--- config.mk ---
export PLATFORM = sky130hd
export DESIGN_NAME = icle_link_mem
export DESIGN_NICKNAME = d
export VERILOG_FILES = /design/src/sv/icle_pkg.sv /design/src/sv/icle_link_mem.sv
export SDC_FILE = /design/constraint.sdc
export NUM_CORES = 2
export LEC_CHECK = 0
export BUFFER_PORTS_ARGS = -buffer_cell sky130_fd_sc_hd__buf_2
export CORE_UTILIZATION = 50
export DETAILED_ROUTE_END_ITERATION = 6
export PLACE_DENSITY = 0.65
export SKIP_LAST_GASP = 1
export SLEW_MARGIN = 25
export SYNTH_ARGS = -nofsm -noshare
export SYNTH_HDL_FRONTEND = slang
export SYNTH_SLANG_ARGS = --single-unit
--- constraint.sdc ---
create_clock -name clock -period 6.45 [get_ports clock]
set_clock_uncertainty 0.05 [all_clocks]
set_input_delay 0.3225 -clock clock [delete_from_list [all_inputs] [get_ports clock]]
set_output_delay 0.3225 -clock clock [all_outputs]
set_load 0.005 [all_outputs]
--- src/sv/icle_pkg.sv ---
// ----------------------------------------------------------------------------
// icle_pkg
// Shared types and constants for the indexed circular list engine.
// ----------------------------------------------------------------------------
package icle_pkg;

   localparam int ENTRIES_DEFAULT = 256;
   localparam int ID_W            = 8;
   localparam int FUNC_W          = 4;
   localparam int COUNT_W         = 9;
   localparam logic [COUNT_W-1:0] COUNT_MAX = '1;

   typedef enum logic [FUNC_W-1:0] {
      FN_INS_AFTER = 4'd0,
      FN_INS_FRONT = 4'd1,
      FN_INS_BACK  = 4'd2,
      FN_DELETE    = 4'd3,
      FN_POP_FIRST = 4'd4,
      FN_POP_LAST  = 4'd5,
      FN_REPLACE   = 4'd6,
      FN_NEXT      = 4'd7,
      FN_PREV      = 4'd8
   } func_type;

   typedef enum logic [2:0] {
      ST_IDLE,
      ST_RD1,
      ST_RD2,
      ST_WR1,
      ST_WR2,
      ST_DONE
   } state_type;

   typedef struct packed {
      logic [FUNC_W-1:0] func;
      logic [ID_W-1:0]   target_id;
      logic [ID_W-1:0]   other_id;
   } req_type;

   typedef struct packed {
      logic [ID_W-1:0]    result_id;
      logic               result_valid;
      logic [ID_W-1:0]    head_id;
      logic               head_valid;
      logic [ID_W-1:0]    tail_id;
      logic [COUNT_W-1:0] entry_count;
   } rsp_type;

   // one link memory access: read address, optional write
   typedef struct packed {
      logic            rd_en;
      logic [ID_W-1:0] rd_addr;
      logic            wr_en;
      logic [ID_W-1:0] wr_addr;
      logic [ID_W-1:0] wr_data;
   } link_cmd_type;

endpackage

--- src/sv/icle_link_mem.sv ---
// ----------------------------------------------------------------------------
// icle_link_mem
// One link memory: one write and one registered read per cycle.
// ----------------------------------------------------------------------------
module icle_link_mem #(
   parameter int ENTRIES = icle_pkg::ENTRIES_DEFAULT
) (
   input  logic                       clock,
   input  icle_pkg::link_cmd_type     cmd,
   output logic [icle_pkg::ID_W-1:0]  rd_data
);
   import icle_pkg::*;

   localparam int AW = (ENTRIES > 1) ? $clog2(ENTRIES) : 1;

   logic [ID_W-1:0] mem [ENTRIES];
   logic [AW-1:0]   wa, ra;

   // id modulo ENTRIES as a constant lookup over all id values
   function automatic logic [AW-1:0] wrap_id(logic [ID_W-1:0] id);
      logic [AW-1:0] r;
      r = '0;
      for (int i = 0; i < 2**ID_W; i++) begin
         if (id == ID_W'(i)) r = AW'(i % ENTRIES);
      end
      return r;
   endfunction

   always_comb begin
      wa = wrap_id(cmd.wr_addr);
      ra = wrap_id(cmd.rd_addr);
   end

   always_ff @(posedge clock) begin
      if (cmd.wr_en) begin
         mem[wa] <= cmd.wr_data;
      end
      if (cmd.rd_en) begin
         rd_data <= mem[ra];
      end
   end
endmodule

==> flow_summary.json <==
{
  "initial_core_util_pct": 50.4,
  "crit_top_cell": "mux4_2",
  "instances_no_fill": 5984,
  "crit_path_top_delay_cell": "o22ai_1",
  "finalNetCount": 3775,
  "period_needed_ns": 3.59,
  "wl_met2_um": 91600,
  "worst_pin_slew_ns": 1.19,
  "hpwl_um": 115000,
  "clk_latency_ns": 0.81,
  "wl_per_cell_um": 32.5,
  "cp_data_required_time_ns": 6.94,
  "clkTransAtPathRegs_ns": 0.06,
  "m1WireLength_um": 77600,
  "grt_pass1_wl_um": 278000,
  "cts_resized": 0,
  "final-max-slew-violation-count": 0,
  "drc_errors": 0,
  "syn_area_sq_mm": 0.0797,
  "syn-num-nets": 3681,
  "min_period_over_period_pct": 55.7,
  "power_frac_clock_pct": 41.0,
  "total_power_w": 0.0273,
  "gp_congestion": 0.866,
  "cp-start-kind": "input port",
  "clock-sinks": 2056,
  "clockBufferDepth": 3,
  "relSlewSlack_pct": 20.6,
  "ys_ff_latch": 2056,
  "rsz0062_at_grt": "no",
  "switching_power_w": 0.00576,
  "path_cells": "buf_8 > buf_12 > mux4_2 > mux4_2 > mux2i_1 > o21ai_0 > o22ai_1 > nor3_1",
  "combPwrFrac_pct": 4.9,
  "cts_root_buffer": "clkbuf_16",
  "grtUsageTotal_pct": 24.3,
  "max_cap_violations": 0,
  "ys_top_cells_by_count": "edfxtp_1 (2056), mux4_2 (496), nor2_1 (274)",
  "hold_viol": 0,
  "ys_types": 56,
  "io_pins": 35,
  "setup_viol": 0,
  "yosysMostFrequentCell": "edfxtp_1",
  "cts_inserted_buffers": 200,
  "wl_um": 195000,
  "clock.fmax_ghz": 0.278,
  "hold_ws_ns": 0.00750,
  "reg2reg_slack_ns": 3.33,
  "coreArea_sq_mm": 0.158,
  "dr.pass1.iters": 5,
  "setup_tns_ns": 0,
  "setup.worst_path.end_class": "flip-flop",
  "synth_area_leaders": "edfxtp_1 (77%), mux4_2 (14%), mux2i_1 (1.7%), nor2_1 (1.3%), buf_2 (0.42%)",
  "syn_area_per_cell_sq_um": 21.8,
  "slowest_delay_ns": 0.63,
  "grt_pass1_vias": 37900,
  "die_w_um": 401,
  "rows": 146,
  "met3_length_um": 19300,
  "gr-total-overflow": 0,
  "critPathMaxFanout": 82,
  "yosysWarnings": 0,
  "switching_share_pct": 21.1,
  "crit_buf_inv": 2,
  "arrival_ns": 4.08,
  "dp.cells": 5613,
  "synth_top_area_share_pct": 77.5,
  "grt_max_degree": 183,
  "cts_tree": "built",
  "yosysTopAreaCell": "edfxtp_1",
  "first_iter_violations": 5020,
  "ys.flop_type": "edfxtp_1",
  "dr.max_layer_used": "met5",
  "drive_above_1_share_pct": 23.7,
  "seq_power_share_pct": 54.1,
  "avgViaCountPerCell": 6.37,
  "die_y_um": 401,
  "setup_ws_ns": 2.86,
  "nFillCells": 11600,
  "die-area_sq_mm": 0.161,
  "place_ws_ns": 2.04,
  "vias": 38100,
  "hold_class": "input port to flip-flop",
  "syn_to_final_growth_pct": 11.0,
  "crit_type": "input port to flip-flop",
  "syn_inst": 3654,
  "htreeDepth": 4,
  "ys_seq_area_share_pct": 77.5,
  "async_reset_ff_share_pct": 0,
  "port_buffers": 34,
  "run_status": "finished, final reports clean",
  "ant_nets": 0,
  "ir_drop_v": 0.000266,
  "intPower_w": 0.0215,
  "synth_edf_count": 2056,
  "antenna_found_initial": 15,
  "pwr_density_cell_mw_per_mm2": 309,
  "critPathTopFamily": "multiplexers",
  "p_leak_nw": 27.1
}
[final cells by class]
class | instances | area [sq um] | area share, %
inverter | 4 | 20.0 | 0.0226
sequential | 2056 | 61700 | 69.8
tap | 2072 | 2590 | 2.93
timing repair buffer | 109 | 1030 | 1.16
clock inverter | 113 | 911 | 1.03
antenna | 3 | 7.51 | 0.00849
clock buffer | 250 | 5320 | 6.01
multi-input combinational | 1377 | 16800 | 19.0
[metal layers]
metal,vias to the layer above,global-route usage (%)
li1,15600,-
met1,20300,34.8
met2,1930,37.3
met3,339,5.82
met5,-,0
met4,12,7.31
[cell families after synthesis]
kind of cell / count (synthesis) / share of synthesized area [%]
AOI/OAI and AO/OA: 255 / 2.34
DFF: 2056 / 77.5
and+or+nand+nor: 468 / 2.60
muxes: 654 / 16.0
buffers and inverters: 221 / 1.52
[power groups by stage]
stage	registers [W]	logic (W)	clock network (W)
final	0.0148	0.00134	0.0112
after global routing	0.0147	0.00140	0.0118
after CTS	0.0148	0.00134	0.0113
after detailed placement	0.0150	0.00134	0
after global placement	0.0150	0.00132	0
after floorplan	0.0150	0.000713	0
[cell usage in the layout, fill, tap and decap left out, types with 12 or more instances in the layout]
cell / count
edfxtp_1: 2056
mux4_2: 496
nor2_1: 271
clkbuf_16: 206
mux2i_1: 139
buf_4: 56
clkinv_1: 55
nand2_1: 52
clkbuf_1: 44
a22oi_1: 34
clkinv_2: 34
o221ai_1: 33
o22ai_1: 33
a21oi_1: 32
nor3_1: 27
buf_2: 22
nand3_1: 20
mux2_2: 19
a22o_1: 18
o21ai_0: 18
o211ai_1: 14
buf_12: 14
bufinv_16: 13
a221oi_1: 12
[path summary, 6_finish.rpt]
| check | from | cells after the start | to |
|---|---|---|---|
| worst max-delay path | cmd[18] | 8 | rd_data[2] |
| worst min-delay path | cmd[0] | 1 | mem[103][0] |
| worst max register to register | mem[104][2] | 6 | rd_data[2] |
| worst min register to register | mem[22][0] | 5 | rd_data[0] |
[state kept, by name (all words and copies together), names as in the netlist]
signal	cells
rd_data	8
mem	2048
[metrics by stage]
step / util, % / cell area (sq um)
after global placement: 51.9 / 82100
after global routing: 55.9 / 88400
after detailed placement: 51.9 / 82200
final: 55.9 / 88400
after floorplan: - / 79700
after CTS: 55.9 / 88400
[worst register-to-register path, stage by stage (launching register included)]
cell and delay, ns:
edfxtp_1 0.36, mux4_2 0.52, mux4_2 0.53, mux2i_1 0.27, o21ai_0 0.39, o22ai_1 0.63, nor3_1 0.10
[timing repair]
item                      4_1_cts  5_1_grt
hold endpoints to repair      232        0
hold buffers                    4        0
buffers inserted                0        0
Power figures use the tool's default switching activity.
