File: src/sv/icle_pkg.sv
// ----------------------------------------------------------------------------
// icle_pkg
// Shared types and constants for the indexed circular list engine.
// ----------------------------------------------------------------------------
package icle_pkg;

   localparam int ENTRIES_DEFAULT = 256;
   localparam int ID_W            = 8;
   localparam int FUNC_W          = 4;
   localparam int COUNT_W         = 9;
   localparam logic [COUNT_W-1:0] COUNT_MAX = '1;

   typedef enum logic [FUNC_W-1:0] {
      FN_INS_AFTER = 4'd0,
      FN_INS_FRONT = 4'd1,
      FN_INS_BACK  = 4'd2,
      FN_DELETE    = 4'd3,
      FN_POP_FIRST = 4'd4,
      FN_POP_LAST  = 4'd5,
      FN_REPLACE   = 4'd6,
      FN_NEXT      = 4'd7,
      FN_PREV      = 4'd8
   } func_type;

   typedef enum logic [2:0] {
      ST_IDLE,
      ST_RD1,
      ST_RD2,
      ST_WR1,
      ST_WR2,
      ST_DONE
   } state_type;

   typedef struct packed {
      logic [FUNC_W-1:0] func;
      logic [ID_W-1:0]   target_id;
      logic [ID_W-1:0]   other_id;
   } req_type;

   typedef struct packed {
      logic [ID_W-1:0]    result_id;
      logic               result_valid;
      logic [ID_W-1:0]    head_id;
      logic               head_valid;
      logic [ID_W-1:0]    tail_id;
      logic [COUNT_W-1:0] entry_count;
   } rsp_type;

   // one link memory access: read address, optional write
   typedef struct packed {
      logic            rd_en;
      logic [ID_W-1:0] rd_addr;
      logic            wr_en;
      logic [ID_W-1:0] wr_addr;
      logic [ID_W-1:0] wr_data;
   } link_cmd_type;

endpackage

File: src/sv/icle_if.sv
// ----------------------------------------------------------------------------
// icle_req_if / icle_rsp_if
// Valid/ready channels carrying command and result beats.
// ----------------------------------------------------------------------------
interface icle_req_if;
   import icle_pkg::*;
   logic    valid;
   logic    ready;
   req_type payload;
   modport source (output valid, output payload, input ready);
   modport sink   (input valid, input payload, output ready);
endinterface

interface icle_rsp_if;
   import icle_pkg::*;
   logic    valid;
   logic    ready;
   rsp_type payload;
   modport source (output valid, output payload, input ready);
   modport sink   (input valid, input payload, output ready);
endinterface

File: src/sv/icle_ctrl.sv
// ----------------------------------------------------------------------------
// icle_ctrl
// Command sequencer: reads links, writes back up to four links, updates
// head, tail, flag and count, and holds the result beat.
// ----------------------------------------------------------------------------
module icle_ctrl (
   input  logic                      clock,
   input  logic                      reset,
   icle_req_if.sink                  req,
   icle_rsp_if.source                rsp,
   output icle_pkg::link_cmd_type    prev_cmd,
   output icle_pkg::link_cmd_type    next_cmd,
   input  logic [icle_pkg::ID_W-1:0] prev_rd,
   input  logic [icle_pkg::ID_W-1:0] next_rd
);
   import icle_pkg::*;

   state_type          state_ff, state_in;
   req_type            cmd_ff, cmd_in;
   logic [ID_W-1:0]    e_ff, e_in, o_ff, o_in;   // effective entry / anchor
   logic [ID_W-1:0]    p_ff, p_in, n_ff, n_in;   // fetched neighbors
   logic [ID_W-1:0]    head_ff, head_in, tail_ff, tail_in;
   logic               ne_ff, ne_in;
   logic [COUNT_W-1:0] cnt_ff, cnt_in;
   logic [ID_W-1:0]    res_ff, res_in;
   logic               rv_ff, rv_in;
   logic               ins_ff, ins_in;           // insert: single or linked

   always_ff @(posedge clock) begin
      if (reset) begin
         state_ff <= ST_IDLE;
         head_ff  <= '0;
         tail_ff  <= '0;
         ne_ff    <= 1'b0;
         cnt_ff   <= '0;
      end else begin
         state_ff <= state_in;
         head_ff  <= head_in;
         tail_ff  <= tail_in;
         ne_ff    <= ne_in;
         cnt_ff   <= cnt_in;
      end
      cmd_ff <= cmd_in;
      e_ff   <= e_in;
      o_ff   <= o_in;
      p_ff   <= p_in;
      n_ff   <= n_in;
      res_ff <= res_in;
      rv_ff  <= rv_in;
      ins_ff <= ins_in;
   end

   always_comb begin
      state_in = state_ff;
      cmd_in   = cmd_ff;
      e_in     = e_ff;
      o_in     = o_ff;
      p_in     = p_ff;
      n_in     = n_ff;
      head_in  = head_ff;
      tail_in  = tail_ff;
      ne_in    = ne_ff;
      cnt_in   = cnt_ff;
      res_in   = res_ff;
      rv_in    = rv_ff;
      ins_in   = ins_ff;
      prev_cmd = '0;
      next_cmd = '0;
      req.ready   = 1'b0;
      rsp.valid   = 1'b0;
      rsp.payload = '0;

      case (state_ff)
         ST_IDLE: begin
            req.ready = 1'b1;
            if (req.valid) begin
               cmd_in = req.payload;
               e_in   = req.payload.target_id;
               o_in   = req.payload.other_id;
               res_in = '0;
               rv_in  = 1'b0;
               ins_in = 1'b0;
               state_in = ST_DONE;
               case (req.payload.func)
                  FN_INS_AFTER, FN_INS_FRONT, FN_INS_BACK: begin
                     ins_in = 1'b1;
                     if (!ne_ff) begin
                        state_in = ST_WR1;  // becomes a single entry
                     end else begin
                        if (req.payload.func == FN_INS_BACK) o_in = tail_ff;
                        if (req.payload.func == FN_INS_FRONT) o_in = head_ff;
                        state_in = ST_RD1;
                     end
                  end
                  FN_DELETE, FN_POP_FIRST, FN_POP_LAST: begin
                     if (ne_ff) begin
                        if (req.payload.func == FN_POP_FIRST) e_in = head_ff;
                        if (req.payload.func == FN_POP_LAST) e_in = tail_ff;
                        if (req.payload.func != FN_DELETE) begin
                           res_in = (req.payload.func == FN_POP_FIRST) ? head_ff : tail_ff;
                           rv_in  = 1'b1;
                        end
                        if (head_ff == tail_ff) begin
                           head_in = '0;
                           tail_in = '0;
                           ne_in   = 1'b0;
                           cnt_in  = '0;
                        end else begin
                           state_in = ST_RD1;
                        end
                     end
                  end
                  FN_REPLACE, FN_NEXT, FN_PREV: begin
                     if (ne_ff) state_in = ST_RD1;
                  end
                  default: ;
               endcase
            end
         end

         ST_RD1: begin
            // read prev and next of the entry (anchor for inserts)
            prev_cmd.rd_en   = 1'b1;
            next_cmd.rd_en   = 1'b1;
            prev_cmd.rd_addr = ins_ff ? o_ff : e_ff;
            next_cmd.rd_addr = ins_ff ? o_ff : e_ff;
            state_in = ST_RD2;
         end

         ST_RD2: begin
            p_in = prev_rd;
            n_in = next_rd;
            state_in = ST_WR1;
            case (cmd_ff.func)
               FN_NEXT: begin
                  if (next_rd != head_ff) begin
                     res_in = next_rd;
                     rv_in  = 1'b1;
                  end
                  state_in = ST_DONE;
               end
               FN_PREV: begin
                  if (prev_rd != tail_ff) begin
                     res_in = prev_rd;
                     rv_in  = 1'b1;
                  end
                  state_in = ST_DONE;
               end
               FN_REPLACE: begin
                  if (prev_rd == e_ff) p_in = o_ff;
                  if (next_rd == e_ff) n_in = o_ff;
               end
               default: ;
            endcase
         end

         ST_WR1: begin
            prev_cmd.wr_en = 1'b1;
            next_cmd.wr_en = 1'b1;
            state_in = ST_WR2;
            case (cmd_ff.func)
               FN_INS_AFTER, FN_INS_FRONT, FN_INS_BACK: begin
                  prev_cmd.wr_addr = e_ff;
                  next_cmd.wr_addr = e_ff;
                  if (!ne_ff) begin
                     prev_cmd.wr_data = e_ff;
                     next_cmd.wr_data = e_ff;
                     head_in  = e_ff;
                     tail_in  = e_ff;
                     ne_in    = 1'b1;
                     state_in = ST_DONE;
                     if (cnt_ff != COUNT_MAX) cnt_in = cnt_ff + 1'b1;
                  end else if (cmd_ff.func == FN_INS_FRONT) begin
                     // anchor o = head, p = its prev
                     prev_cmd.wr_data = p_ff;
                     next_cmd.wr_data = o_ff;
                  end else begin
                     prev_cmd.wr_data = o_ff;
                     next_cmd.wr_data = n_ff;
                  end
               end
               FN_REPLACE: begin
                  prev_cmd.wr_addr = o_ff;
                  next_cmd.wr_addr = o_ff;
                  prev_cmd.wr_data = p_ff;
                  next_cmd.wr_data = n_ff;
               end
               default: begin
                  // unlink: next[p] = n, prev[n] = p
                  prev_cmd.wr_en   = 1'b0;
                  next_cmd.wr_addr = p_ff;
                  next_cmd.wr_data = n_ff;
                  prev_cmd.wr_en   = 1'b1;
                  prev_cmd.wr_addr = n_ff;
                  prev_cmd.wr_data = p_ff;
                  if (e_ff == head_ff) head_in = n_ff;
                  else if (e_ff == tail_ff) tail_in = p_ff;
                  if (cnt_ff != '0) cnt_in = cnt_ff - 1'b1;
                  state_in = ST_DONE;
               end
            endcase
         end

         ST_WR2: begin
            prev_cmd.wr_en = 1'b1;
            next_cmd.wr_en = 1'b1;
            state_in = ST_DONE;
            case (cmd_ff.func)
               FN_INS_FRONT: begin
                  prev_cmd.wr_addr = o_ff;
                  prev_cmd.wr_data = e_ff;
                  next_cmd.wr_addr = p_ff;
                  next_cmd.wr_data = e_ff;
                  head_in = e_ff;
                  if (cnt_ff != COUNT_MAX) cnt_in = cnt_ff + 1'b1;
               end
               FN_INS_AFTER, FN_INS_BACK: begin
                  next_cmd.wr_addr = o_ff;
                  next_cmd.wr_data = e_ff;
                  prev_cmd.wr_addr = n_ff;
                  prev_cmd.wr_data = e_ff;
                  if (tail_ff == o_ff) tail_in = e_ff;
                  if (cnt_ff != COUNT_MAX) cnt_in = cnt_ff + 1'b1;
               end
               default: begin
                  // replace
                  next_cmd.wr_addr = p_ff;
                  next_cmd.wr_data = o_ff;
                  prev_cmd.wr_addr = n_ff;
                  prev_cmd.wr_data = o_ff;
                  if (e_ff == head_ff) head_in = o_ff;
                  if (e_ff == tail_ff) tail_in = o_ff;
               end
            endcase
         end

         ST_DONE: begin
            rsp.valid = 1'b1;
            rsp.payload.result_id    = rv_ff ? res_ff : '0;
            rsp.payload.result_valid = rv_ff;
            rsp.payload.head_id      = ne_ff ? head_ff : '0;
            rsp.payload.head_valid   = ne_ff;
            rsp.payload.tail_id      = ne_ff ? tail_ff : '0;
            rsp.payload.entry_count  = cnt_ff;
            if (rsp.ready) state_in = ST_IDLE;
         end

         default: state_in = ST_IDLE;
      endcase
   end
endmodule

File: src/flat_wrapper.sv
// flat-port wrapper written by rule: the top's interface ports become plain ports
module icle_ctrl_flat import icle_pkg::*;
  (clock, reset, prev_cmd, next_cmd, prev_rd, next_rd, req_valid, req_payload, req_ready, rsp_valid, rsp_payload, rsp_ready);
  icle_req_if req_i ();
  icle_rsp_if rsp_i ();
  input  logic clock;
  input  logic reset;
  output icle_pkg::link_cmd_type prev_cmd;
  output icle_pkg::link_cmd_type next_cmd;
  input  logic [icle_pkg::ID_W-1:0] prev_rd;
  input  logic [icle_pkg::ID_W-1:0] next_rd;
  input wire logic [$bits(req_i.valid)-1:0] req_valid;
  input wire logic [$bits(req_i.payload)-1:0] req_payload;
  output wire logic [$bits(req_i.ready)-1:0] req_ready;
  output wire logic [$bits(rsp_i.valid)-1:0] rsp_valid;
  output wire logic [$bits(rsp_i.payload)-1:0] rsp_payload;
  input wire logic [$bits(rsp_i.ready)-1:0] rsp_ready;
  assign req_i.valid = req_valid;
  assign req_i.payload = req_payload;
  assign req_ready = req_i.ready;
  assign rsp_valid = rsp_i.valid;
  assign rsp_payload = rsp_i.payload;
  assign rsp_i.ready = rsp_ready;
  icle_ctrl u_core (.clock(clock), .reset(reset), .req(req_i), .rsp(rsp_i), .prev_cmd(prev_cmd), .next_cmd(next_cmd), .prev_rd(prev_rd), .next_rd(next_rd));
endmodule
File: config.mk
export PLATFORM = sky130hd
export DESIGN_NAME = icle_ctrl_flat
export DESIGN_NICKNAME = d
export VERILOG_FILES = /design/src/sv/icle_pkg.sv /design/src/sv/icle_if.sv /design/src/sv/icle_ctrl.sv /design/src/flat_wrapper.sv
export SDC_FILE = /design/constraint.sdc
export NUM_CORES = 1
export LEC_CHECK = 0
export BUFFER_PORTS_ARGS = -buffer_cell sky130_fd_sc_hd__buf_2
export CAP_MARGIN = 25
export CELL_PAD_IN_SITES_DETAIL_PLACEMENT = 0
export CELL_PAD_IN_SITES_GLOBAL_PLACEMENT = 1
export CORE_MARGIN = 1.5
export CORE_UTILIZATION = 45
export CTS_CLUSTER_SIZE = 24
export DETAILED_ROUTE_END_ITERATION = 6
export GPL_TIMING_DRIVEN = 1
export PLACE_DENSITY = 0.87
export SLEW_MARGIN = 20
export SYNTH_ARGS = -nofsm -noshare
export SYNTH_HDL_FRONTEND = slang
export SYNTH_SLANG_ARGS = --single-unit
export TNS_END_PERCENT = 50
File: constraint.sdc
create_clock -name clock -period 8.7 [get_ports clock]
set_clock_uncertainty 0.2 [all_clocks]
set_input_delay 1.305 -clock clock [delete_from_list [all_inputs] [get_ports clock]]
set_output_delay 1.305 -clock clock [all_outputs]
set_load 0.05 [all_outputs]
==> results.cfg, run 1 <==
[worst_setup_path]
cp_cell_sequence = or4b_1 -> nor2_1 -> a221o_1 -> buf_2
critical_path_buf_inv_count = 1
critPathRequiredTime_ns = 7.19
critical_path.slowest_cell = or4b_1
timing.rr.start = u_core.cmd_ff[18]
reg2reg_to = u_core.tail_ff[1]
slowest_delay_ns = 0.91
cp.arrival_ns = 3.02
r2r_slack_ns = 5.34
reg2reg_depth = 4
critPathMaxFanout = 18
cpLargestDelayFamily = simple AND/OR/NAND/NOR gates
cp-end-kind = primary output
critPathKind = flop to primary output
startpoint_type = flop

[power]
seq_power_share_pct = 35.7
combPwrFrac_pct = 40.0
total_leakage_power_nw = 3.193
ir_drop_mv = 0.1508
netSwitchingFraction_pct = 45.01
clockPowerShare_pct = 24.2
power.switching_uw = 698.9
p_int_uw = 853.7
powerDensity_nw_per_um2 = 207.1

[cells_and_area]
final_nets = 945
n_antenna_cell = 0
syn_to_final_growth_pct = 13.06
ff_latch_area_um2 = 1962
postLayoutCoreUtil_pct = 51.77
filler_cell_count = 1410
drive_above_1_share_pct = 21.50
multi_input_area_um2 = 4229

[synthesis]
synth-main-ff-cell = edfxtp_1
synth.area.top_cells = edfxtp_1, dfxtp_1, nand2_1, xnor2_1, a21oi_1
synthCells = 845
yosysUniqueCellTypes = 70
synth_top_area_share_pct = 20.83
synth_nets = 887
syn-cell-area_um2 = 6630
yosysWarnings = 0
synth_edf_count = 46
async_reset_ff_share_pct = 0
ys_top_cells_by_count = nand2_1, a21oi_1, nor2_1
synth_largest_area_cell = edfxtp_1
synth.most_common_cell = nand2_1
syn_area_per_cell_um2 = 7.846
yosysSeqAreaShare_pct = 29.59
ys_ff_latch = 75

[sta]
hold_viol_final = 0
timing.slew.headroom_pct = 30.15
fin_crit_ns = 4.528
worstMarginPinSlew_ns = 1.048
finalCritPeriodShare_pct = 52.05
finalSetupTns_ns = 0
rsz0062_at_grt = no
final-setup-viol-count = 0
final-max-slew-violation-count = 0
fmax_ghz = 0.2209

[placement]
gp_congestion = 0.8824
port_buffers = 128
dpl.hpwl_um = 16450

[floorplan]
die_h_um = 124.4
ios = 129
fp.dieW_um = 124.4
start_util_pct = 45.79
dieArea_um2 = 15470
rows = 44
core_area_um2 = 14480

[clock_network]
cts_max_path_buffers = 2
cts_tree = done
cts_root_buffer = clkbuf_16
h-tree-depth = 3
clock_sinks = 75
clk_pin_slew_worst_paths_ns = 0.06
cts_setup_buffers = 0
insertion_delay_ns = 0.34
cts_buffers = 9
cts_hold_buf = 0
cts_resized = 0

[worst_hold_path]
min_path_type = flop to flop
holdPathStages = 2
min-delay-start = u_core.cnt_ff[8]
hold_path_end = u_core.cnt_ff[8]

[global_routing]
grt_antenna_before_repair = 0
grt_max_degree = 37
grt_pass1_vias = 6417
grt_usage_pct = 30.21
gr-total-overflow = 0
grt_pass1_wl_um = 36440

[route]
vias = 6865
ant_nets = 0
drt-initial-drc-count = 808
viasPerCell = 6.292
routedWlPerCell_um = 21.97
wirelength_um = 23970
drt_first_pass_iters = 6
drc = 0

[status]
outcome = finished, final reports clean

[run]
cap_violations = 0
[per-layer routing]
layer	share of wire, %	GRT usage, %
met1	42	41.27
met2	45	46.54
met3	9.6	6.229
met4	3.4	12.51
met5	0	0
[logic make-up (layout without fill, tap and decap cells)]
logic type                 Yosys count  in the layout  synth area share (%)
AOI/OAI and AO/OA                  203            203                 20.66
muxes                               50             50                 8.454
buffers and inverters              106            168                 7.115
adders and majority gates            2              2                0.3774
DFF                                 75             75                 29.59
and+or+nand+nor                    344            344                 25.21
xor gates and xnor gates            65             65                 8.586
[cell type report]
class	count	share of cell area (%)
clock buffer	9	3.005
clock inverter	6	0.8680
inverter	11	0.5508
multi-input combinational	664	56.42
sequential	75	26.17
tap	184	3.071
timing repair buffer	142	9.915
[state kept, by name (all words and copies together) (netlist names), 3 cells and up]
name	count
u_core.o_ff	8
u_core.state_ff	3
u_core.tail_ff	8
u_core.e_ff	8
u_core.n_ff	8
u_core.cmd_ff	4
u_core.res_ff	8
u_core.head_ff	8
u_core.cnt_ff	9
u_core.p_ff	8
[cells in the final DEF, fill, tap and decap left out, types with 10 or more instances in the layout]
cell type  count
a21oi_1       65
a221o_1       24
a221oi_1      10
and2_1        14
and3_1        26
buf_2        129
buf_4         13
dfxtp_1       29
edfxtp_1      46
inv_1         10
mux2_2        16
mux2i_1       26
nand2_1      138
nand2b_1      12
nand3_1       23
nand4_1       17
nor2_1        63
nor2b_1       10
o21ai_0       39
o22ai_1       19
xnor2_1       54
xor2_1        11
[worst min-delay path, cell delays in order, from the launching register on]
cell	delay, ns
dfxtp_1	0.34
o21ai_0	0.08
a21oi_1	0.06
[power by group through the flow]
stage                     Clock [mW]  Combinational (mW)  Sequential, mW
after floorplan                    0               0.544           0.457
final                          0.376               0.622           0.555
after global routing           0.390               0.667           0.556
after detailed placement           0               0.614           0.553
after global placement             0               0.610           0.553
after CTS                      0.377               0.617           0.546
[worst max path at each step]
stage	start	end	slack, ns	cells after the start
CTS	u_core.cmd_ff[18]	prev_cmd[8]	4.19	4
detailed placement	u_core.cmd_ff[18]	prev_cmd[8]	4.57	4
finish	u_core.cmd_ff[18]	prev_cmd[8]	4.17	4
floorplan	u_core.cmd_ff[17]	next_cmd[6]	4.97	6
global route	u_core.cmd_ff[18]	prev_cmd[8]	4.06	4
global placement	u_core.cmd_ff[18]	prev_cmd[13]	4.61	4
[metrics by stage]
stage | hold WS (ns) | setup slack, ns | power, mW | instances | cell area [um^2]
after global routing | 0.3721 | 4.057 | 1.613 | 1091 | 7496
after global placement | 0.3341 | 4.613 | 1.163 | 1075 | 7198
after detailed placement | 0.3228 | 4.569 | 1.168 | 1076 | 7203
final | 0.3314 | 4.172 | 1.553 | 1091 | 7496
after floorplan | 0.2800 | 4.968 | 1.000 | 845 | 6630
after CTS | 0.3329 | 4.189 | 1.540 | 1091 | 7493
Power figures use the tool's default switching activity.
==> run 2: changes to the inputs <==
--- a/config.mk
+++ b/config.mk
@@ -10,11 +10,11 @@
 export CELL_PAD_IN_SITES_DETAIL_PLACEMENT = 0
 export CELL_PAD_IN_SITES_GLOBAL_PLACEMENT = 1
 export CORE_MARGIN = 1.5
-export CORE_UTILIZATION = 45
+export CORE_UTILIZATION = 42
 export CTS_CLUSTER_SIZE = 24
 export DETAILED_ROUTE_END_ITERATION = 6
 export GPL_TIMING_DRIVEN = 1
-export PLACE_DENSITY = 0.87
+export PLACE_DENSITY = 0.82
 export SLEW_MARGIN = 20
 export SYNTH_ARGS = -nofsm -noshare
 export SYNTH_HDL_FRONTEND = slang
==> constraint.sdc (replaced) <==
create_clock -name clock -period 4.2 [get_ports clock]
set_clock_uncertainty 0.2 [all_clocks]
set_input_delay 0.63 -clock clock [delete_from_list [all_inputs] [get_ports clock]]
set_output_delay 0.63 -clock clock [all_outputs]
set_load 0.05 [all_outputs]
==> run 2 against run 1 <==
  * Clock power up 120%
  * Largest power group unchanged
  * Non-clock buffer count rose by 17
  * Routed wire length increased by 1.5%
  * Sequential cell count unchanged
==> results.cfg, run 2 (synthesis gave the netlist of run 1 again) <==
[cells_and_area]
final_cell_mix = nand2_1, buf_2, a21oi_1, nor2_1, xnor2_1
final_nets = 962
syn_to_final_growth_pct = 16.02
drive_above_1_share_pct = 22.81
final_cells = 1136
n_antenna_cell = 0
final_common_cell = nand2_1
top_register = u_core.cnt_ff
postLayoutCoreUtil_pct = 50.23
largest_reg_flops = 9
fin_area_um2 = 7692

[route]
ant_nets = 0
vias = 6903
drt-initial-drc-count = 728
drc = 0
drt_first_pass_iters = 5
viasPerCell = 6.077
routedWlPerCell_um = 21.42
wirelength_um = 24330

[clock_network]
cts_setup_buffers = 0
cts_hold_buf = 0
clk_pin_slew_worst_paths_ns = 0.06
cts_max_path_buffers = 2
h-tree-depth = 3
clock_sinks = 75
cts_resized = 0
insertion_delay_ns = 0.35
cts_buffers = 9
cts_tree = done
cts_root_buffer = clkbuf_16

[global_routing]
grt_antenna_before_repair = 0
gr-total-overflow = 0
grt_max_degree = 37
grt_usage_pct = 29.29
grt_pass1_wl_um = 36450
grt_pass1_vias = 6326

[worst_setup_path]
critPathRequiredTime_ns = 3.37
cp-end-kind = primary output
critPathMaxFanout = 13
critPathKind = flop to primary output
cp.arrival_ns = 2.83
critical_path.slowest_cell = nand4bb_1
critical_path_buf_inv_count = 1
cp_cell_sequence = nand4bb_1 -> o221ai_1 -> nand2_1 -> a221o_1 -> buf_2
startpoint_type = flop
cpLargestDelayFamily = simple AND/OR/NAND/NOR gates
slowest_delay_ns = 0.79

[sta]
final-max-slew-violation-count = 0
holdWs_ns = 0.3420
rsz0062_at_grt = no
hold_viol_final = 0
timing.slew.headroom_pct = 41.38
fin_crit_ns = 3.664
final-setup-viol-count = 0
worstMarginPinSlew_ns = 0.8727
finalSetupTns_ns = 0
finalCritPeriodShare_pct = 87.24
fmax_ghz = 0.2729
fin_ws_ns = 0.5358

[floorplan]
fp.dieW_um = 128.6
die_h_um = 128.6
dieArea_um2 = 16550
ios = 129
core_area_um2 = 15310
rows = 45
start_util_pct = 43.29

[power]
finalPower_mw = 3.313
total_leakage_power_nw = 3.291
ir_drop_mv = 0.2578
powerDensity_nw_per_um2 = 430.7

[placement]
dpl.hpwl_um = 17490
dp_cells = 1120
place_ws_ns = 0.8840
gp_congestion = 0.9111
port_buffers = 128
place_area_um2 = 7367

[status]
outcome = finished, final reports clean

[worst_hold_path]
min_path_type = flop to flop

[run]
cap_violations = 0
[run 2: cell types whose count changed in the layout (fill, tap and decap cells not counted), sizes merged]
cell and delta:
bufinv +1, clkinv -1, buf +17, inv -2, clkbuf +3
[run 2: worst paths after layout]
kind / start / to / slack, ns / cells after the start
hold reg to reg: u_core.cnt_ff[5] / u_core.cnt_ff[5] / 0.34 / 2
hold / removal: u_core.cnt_ff[5] / u_core.cnt_ff[5] / 0.34 / 2
setup / recovery: u_core.cmd_ff[16] / prev_cmd[15] / 0.54 / 5
setup reg to reg: u_core.cmd_ff[17] / u_core.tail_ff[1] / 0.92 / 7
[run 2: worst register-to-register path, delay by kind of cell, from the launching register on]
family | cells | cell delay [ns]
compound gates | 2 | 0.84
flops | 1 | 0.53
mux | 1 | 0.39
buf+inv | 1 | 0.27
simple gates | 3 | 0.93
[run 2: routing by layer]
| metal | GRT usage (%) | vias up | part of all wire [%] |
|---|---|---|---|
| li1 | - | 3186 | - |
| met5 | 0 | - | 0 |
| met1 | 38.92 | 3270 | 41 |
| met4 | 10.31 | 0 | 3.3 |
| met2 | 47.50 | 369 | 47 |
| met3 | 5.863 | 78 | 9.4 |
[run 2: where the power goes]
group,switching (mW),total [mW],internal [mW]
sequential,0.208,1.10,0.893
combinational,0.925,1.37,0.447
clock,0.303,0.841,0.538
total,1.44,3.31,1.88
[run 2: area by class of cell]
| cell class | count | area (um^2) |
|---|---|---|
| Fill cell | 1574 | 7622 |
| Clock buffer | 12 | 246.5 |
| Multi-Input combinational cell | 664 | 4229 |
| Clock inverter | 4 | 76.32 |
| Tap cell | 211 | 264.0 |
| Timing Repair Buffer | 159 | 873.3 |
| Inverter | 11 | 41.29 |
| Sequential cell | 75 | 1962 |
